**src/rtl/tshr_pkg.sv**
```systemverilog
`timescale 1ns / 1ps
`default_nettype none
package tshr_pkg;
   localparam int DEPTH_DEFAULT = 64;
   localparam int ALPHA_BITS_DEFAULT = 16;
   localparam int FRAME_W = 48 + 24 + 1 + 16 + 32 + 32 + 16 + 48 + 48;

   typedef enum logic [2:0] {
      REQ_PUBLISH = 3'd0,
      REQ_OLDEST  = 3'd1,
      REQ_NEAREST = 3'd2,
      REQ_INTERP  = 3'd3,
      REQ_CLEAR   = 3'd4
   } req_code_type;

   typedef enum logic [3:0] {
      ST_IDLE, ST_RD_ISSUE, ST_RD_WAIT, ST_SCAN, ST_SCAN_WAIT, ST_LOAD_A, ST_LOAD_B,
      ST_DIV, ST_LERP, ST_DONE
   } state_type;

   typedef struct packed {
      logic [47:0] t;
      logic [23:0] per;
      logic        ok;
      logic [15:0] gconf;
      logic [31:0] norm;
      logic [31:0] pix;
      logic [15:0] hconf;
      logic [47:0] pos;
      logic [47:0] rot;
   } frame_type;
endpackage
`default_nettype wire

```
**src/rtl/tshr_lerp.sv**
```systemverilog
`timescale 1ns / 1ps
`default_nettype none
// one field step: a + s * floor(|b-a| * alpha / 2^ab), 48-bit magnitude split in two halves
module tshr_lerp #(
   parameter int ALPHA_BITS = tshr_pkg::ALPHA_BITS_DEFAULT
) (
   input  wire logic                  clock,
   input  wire logic                  start,
   input  wire logic [47:0]           a,
   input  wire logic [47:0]           b,
   input  wire logic [ALPHA_BITS:0]   alpha,
   output logic                       done,
   output logic [47:0]                y
);
   import tshr_pkg::*;
   logic [1:0]  phase_ff, phase_in;
   logic [47:0] mag_ff, mag_in, a_ff, a_in, acc_ff, acc_in;
   logic        neg_ff, neg_in;
   logic [ALPHA_BITS+24:0] prod;
   logic [71:0] wide;

   always_comb begin
      prod = (phase_ff == 2'd1 ? {1'b0, mag_ff[47:24]} : {1'b0, mag_ff[23:0]}) * alpha;
      phase_in = phase_ff;
      mag_in = mag_ff;
      a_in = a_ff;
      neg_in = neg_ff;
      acc_in = acc_ff;
      wide = '0;
      done = 1'b0;
      if (start) begin
         phase_in = 2'd1;
         a_in = a;
         neg_in = b < a;
         mag_in = (b < a) ? a - b : b - a;
      end else if (phase_ff == 2'd1) begin
         wide = 72'(prod) << 24;
         acc_in = 48'(wide >> ALPHA_BITS);
         phase_in = 2'd2;
      end else if (phase_ff == 2'd2) begin
         acc_in = acc_ff + 48'(prod >> ALPHA_BITS);
         phase_in = 2'd3;
      end else if (phase_ff == 2'd3) begin
         done = 1'b1;
         phase_in = 2'd0;
      end
      y = neg_ff ? a_ff - acc_ff : a_ff + acc_ff;
   end

   always_ff @(posedge clock) begin
      phase_ff <= phase_in;
      mag_ff <= mag_in;
      a_ff <= a_in;
      neg_ff <= neg_in;
      acc_ff <= acc_in;
   end
endmodule
`default_nettype wire

```
**config.mk**
```make
export PLATFORM = sky130hd
export DESIGN_NAME = tshr_lerp
export DESIGN_NICKNAME = d
export VERILOG_FILES = /design/src/rtl/tshr_pkg.sv /design/src/rtl/tshr_lerp.sv
export SDC_FILE = /design/constraint.sdc
export NUM_CORES = 2
export LEC_CHECK = 0
export ABC_AREA = 1
export BUFFER_PORTS_ARGS = -buffer_cell sky130_fd_sc_hd__buf_4
export CAP_MARGIN = 20
export CELL_PAD_IN_SITES_DETAIL_PLACEMENT = 0
export CELL_PAD_IN_SITES_GLOBAL_PLACEMENT = 2
export CORE_UTILIZATION = 30
export CTS_CLUSTER_DIAMETER = 200
export DETAILED_ROUTE_END_ITERATION = 8
export GPL_TIMING_DRIVEN = 0
export PLACE_DENSITY_LB_ADDON = 0.1
export SLEW_MARGIN = 20
export SYNTH_ARGS = -nofsm -noshare
export SYNTH_HDL_FRONTEND = slang
export SYNTH_SLANG_ARGS = --single-unit
```
**constraint.sdc**
```tcl
create_clock -name clock -period 9.8 [get_ports clock]
set_input_delay 0.98 -clock clock [delete_from_list [all_inputs] [get_ports clock]]
set_output_delay 0.98 -clock clock [all_outputs]
set_load 0.005 [all_outputs]
```
-- Word-level counts from Yosys, hierarchy flattened
Index checks and enable logic that the tools add are counted.
- multipliers: 1
- multiplexer cells: 12
- eq/ne operators: 3
- bitwise gates (word level): 1
- reductions and logical operators: 3
- magnitude comparators: 1
- add/sub/neg operators: 5
- operators by type and width (cell ; number):
    $mux 48 ; 4
    $sub 48x48->48 ; 3
    $add 48x25->48 ; 1
    $add 48x48->48 ; 1
    $lt 48x48->1 ; 1
    $mul 24x17->41 ; 1
    $mux 24 ; 1
    $mux 2 ; 3
    $eq 2x2->1 const B ; 2
    $mux 1 ; 4
    $reduce_bool 3->1 ; 1
    $eq 2x1->1 const B ; 1
    $reduce_and 2->1 ; 1
    $reduce_bool 2->1 ; 1
    $not 1->1 ; 1
- register bits after elaboration: 147
- input port bits: 115
- output and inout bits: 49
- logic and storage cells: 32

-- Longest topological paths before layout
- depth in word-level cells: 6
- gate-level depth with buffers: 51
- depth with buffers taken out: 47

-- Least setup slack after synthesis
Ideal clock, no wire load.
- path type: reg-to-reg
- start: reg phase_ff[1]
- end: reg acc_ff[35], data pin
- required time: 9.547 ns
- period minus slack after synthesis: 7.607 ns
- slack: 2.193 ns
- path buffers: 3
- arrival: 7.354 ns
- setup time: 0.253 ns
- stages on the path, launching flop included: 43
- path through: dfxtp_1 > inv_1 > ha_1 > clkbuf_2 > inv_1 > clkbuf_1 > or2_2 > o21ai_0 > inv_1 > buf_2 > nand2_1 > fa_1 > inv_1 > fa_1 > inv_1 > fa_1 > inv_1 > fa_1 > [... 7 more ...] > nand2_1 > o21ai_0 > nand2_1 > nand2_1 > nand2_1 > and2_1 > ha_1 > nand2_1 > nor2_1 > inv_1 > nor2_1 > nand4_1 > nand3_1 > nand2_1 > nand2_1 > nand2_1 > nand3_1 > nand2_1
- longest elaborated chain between the ends: 6
- RTL lines (what ; RTL line ; text):
    from (decl) ; tshr_lerp.sv:16 ; logic [1:0] phase_ff, phase_in;
    from (signal assigned) ; tshr_lerp.sv:51 ; phase_ff <= phase_in;
    $eq 2x1->1 * ; tshr_lerp.sv:23, tshr_lerp.sv:36 ;
    $mux 24 ; tshr_lerp.sv:23 ; prod = (phase_ff == 2'd1 ? {1'b0, mag_ff[47:24]} : {1'b0, mag_ff[23:0]}) * alpha;
    $mul 24x17->41 ; tshr_lerp.sv:23 ;
    $add 48x25->48 ; tshr_lerp.sv:41 ; acc_in = acc_ff + 48'(prod >> ALPHA_BITS);
    $mux 48 ; tshr_lerp.sv:40 ; end else if (phase_ff == 2'd2) begin
    $mux 48 * ; tshr_lerp.sv:36 ; end else if (phase_ff == 2'd1) begin
    to (signal assigned) ; tshr_lerp.sv:55 ; acc_ff <= acc_in;
    to (decl) ; tshr_lerp.sv:17 ; logic [47:0] mag_ff, mag_in, a_ff, a_in, acc_ff, acc_in;
Mark *: on every way between the ends. The rest lies on a longest branch, timed or not. The select of a mux whose other input is x is not followed.
A chain may end at the register's enable or synchronous reset.

-- Final worst setup path
- start: reg phase_ff[1]
- end: reg acc_ff[36], data pin
Same word-level chain as after synthesis.

==> reports/results.ini <==
[synthesis]
syn_inst = 5624
ys_async_sr_fraction_pct = 0
yosys_most_used_dff = edfxtp_1
avgSynthCellArea_sq_um = 6.26
ys_ff_latch = 147
ys_seq_area_share_pct = 12.5
yosysWarnings = 0
synth_edf_count = 145
syn_area_sq_um = 35200
syn-num-nets = 6359
synth.distinct_cells = 47

[setup_path]
worstSetupStartpointType = flip-flop
cpMostUsedCell = nand2_1
crit_arrival_ns = 9.48
crit_buf_inv = 10
slowest_stage = o21ai_0
path_max_fanout = 10
crit_required_ns = 10.05
path_class = flip-flop to flip-flop
critPathTopFamily = adder cells
worst_setup_path_end_kind = flip-flop
slowest_delay_ns = 0.63

[drt]
drt_iter0_markers = 2259
drc = 0
vias_per_cell = 4.71
ant_nets = 0
wirelength_mm = 158
route.vias.total = 34600
wire_per_inst_um = 21.4
firstDrtPassIters = 6

[floorplanning]
initial_core_util_pct = 30.3
die_area_sq_um = 119000
die_w_um = 345
core_area_sq_um = 116000
ios = 164
rows = 125
dieHeight_um = 345

[timing]
period_minus_slack_ns = 9.22
whs_ns = 0.567
grt_setup_unrepaired = false
worst_slew_margin_rel_pct = 27.0
hold_viol_final = 0
fin_crit_sh_pct = 94.1
final_max_slew_viol_count = 0
fmax_ghz = 0.108
worst_pin_slew_ns = 1.10
setup_violations = 0
skew_ns = 0.0316

[global_routing]
overflow = 0
grt_pass1_vias = 34200
grt_usage_pct = 26.7
grt_pass1_wl_mm = 228
grt_max_degree = 102
antenna_found_initial = 5

[cts]
cts_tree = yes
path_clk_slew_ns = 0.07
cts_buffers = 17
cts_hold_buffers = 0
clk_path_buf_depth = 2
htree_levels = 4
clkLatencyLatePin_ns = 0.50
cts_root_buf = clkbuf_16
cts.sinks = 147

[placed_design]
place.gp.congestion = 0.914
dp_hpwl_mm = 139
numPortBuffers = 160

[status]
outcome = finished, final reports clean

[hold_path]
hold_class = flip-flop to flip-flop

[finish]
fin_nets = 6545
syn2layout_area_growth_pct = 11.3
seqCellArea_sq_um = 4390
diodes = 0
multiInputGateArea_sq_um = 25700
drive_gt1_share_pct = 6.41
fillCellCount = 13300

[flow_run]
cap_violations = 0

## kinds of logic (layout without fill, tap and decap cells)
| family | Yosys count | count (layout) | share of synthesized area [%] |
|---|---|---|---|
| AND/OR/NAND/NOR | 2953 | 2953 | 33.9 |
| XOR/XNOR | 144 | 144 | 3.58 |
| flip-flops | 147 | 147 | 12.5 |
| AO/OA/AOI/OAI | 390 | 390 | 5.98 |
| adder cells (fa/ha/maj) | 620 | 620 | 29.1 |
| buffers and inverters | 1370 | 1569 | 14.9 |
## path summary, 6_finish.rpt
kind	cells after the start	slack (ns)	to	from
setup reg to reg	38	0.58	acc_ff[36]$_DFFE_PP_	phase_ff[1]$_SDFFE_PP0P_
hold / removal	2	0.57	phase_ff[1]$_SDFFE_PP0P_	phase_ff[1]$_SDFFE_PP0P_
setup / recovery	38	0.58	acc_ff[36]$_DFFE_PP_	phase_ff[1]$_SDFFE_PP0P_
hold reg to reg	2	0.57	phase_ff[1]$_SDFFE_PP0P_	phase_ff[1]$_SDFFE_PP0P_
## placed cells by master, fill, tap and decap left out, types with 127 or more instances in the layout
master    Yosys  routed
fa_1        333     333
edfxtp_1    145     145
buf_4         1     170
nor2_1      509     503
inv_1      1233    1231
nand2_1    1961    1960
a21oi_1     201     200
xor2_1      128     127
ha_1        287     287
nand3_1     269     269
## tightest hold or removal path: stages, from the launching register on
cell and delay (ns):
dfxtp_1 0.33, inv_1 0.11, a211oi_1 0.08
## repair_timing
action | in CTS | in global routing
endpoints found under the setup margin | 34 | 38
endpoints found under the hold margin | 0 | 0
setup buffers | 0 | 7
pin swaps | 0 | 1
gates resized for setup | 10 | 54
## routing by layer
metal	routed length [um]	vias to the layer above	GRT usage (%)
met5	0	-	0
met4	4190	0	6.83
met3	4900	145	1.93
met2	77800	735	47.3
met1	70600	16500	34.8
li1	-	17300	-
## flip-flops by register name, indices dropped and copies added (netlist names)
name and cells:
a_ff 48, phase_ff 2, acc_ff 48, neg_ff 1, mag_ff 48
## area by class of cell
class,count,area share (%)
Buffer,108,1.37
Clock buffer,18,1.09
Clock inverter,14,0.380
Inverter,1258,12.1
Multi-Input combinational cell,4107,65.6
Sequential cell,147,11.2
Tap cell,1524,4.86
Timing Repair Buffer,171,3.36
## cells in the mapped netlist (13+ instances only)
master | number | area share, %
o21ai_0 | 127 | 1.8
nand4_1 | 59 | 1.0
o21bai_1 | 22 | 0.47
buf_2 | 34 | 0.48
xor2_1 | 128 | 3.2
inv_2 | 19 | 0.20
xnor2_1 | 16 | 0.40
and2_1 | 21 | 0.37
or2_2 | 22 | 0.39
nand2_1 | 1961 | 21
nor2_2 | 20 | 0.36
fa_1 | 333 | 19
nand3_1 | 269 | 3.8
nor2_1 | 509 | 5.4
clkbuf_2 | 13 | 0.18
inv_1 | 1233 | 13
nor3_1 | 51 | 0.72
clkbuf_1 | 53 | 0.56
a21oi_1 | 201 | 2.9
ha_1 | 287 | 10
edfxtp_1 | 145 | 12
## metrics by stage
step	cell area (sq um)	setup TNS [ns]	std cells	worst slack, ns	utilization (%)
after CTS	39000	0	7343	0.0425	33.5
after global routing	39200	0	7347	0.0170	33.7
after global placement	38300	-15.83	7308	-0.710	32.9
after detailed placement	38400	-6.81	7312	-0.504	33.0
after floorplan	35200	0	5624	2.19	-
final	39200	0	7347	0.575	33.7
Power is left out: the tool's default activity adds up to more than one toggle a clock period on the data nets, which glitch-free logic cannot reach.
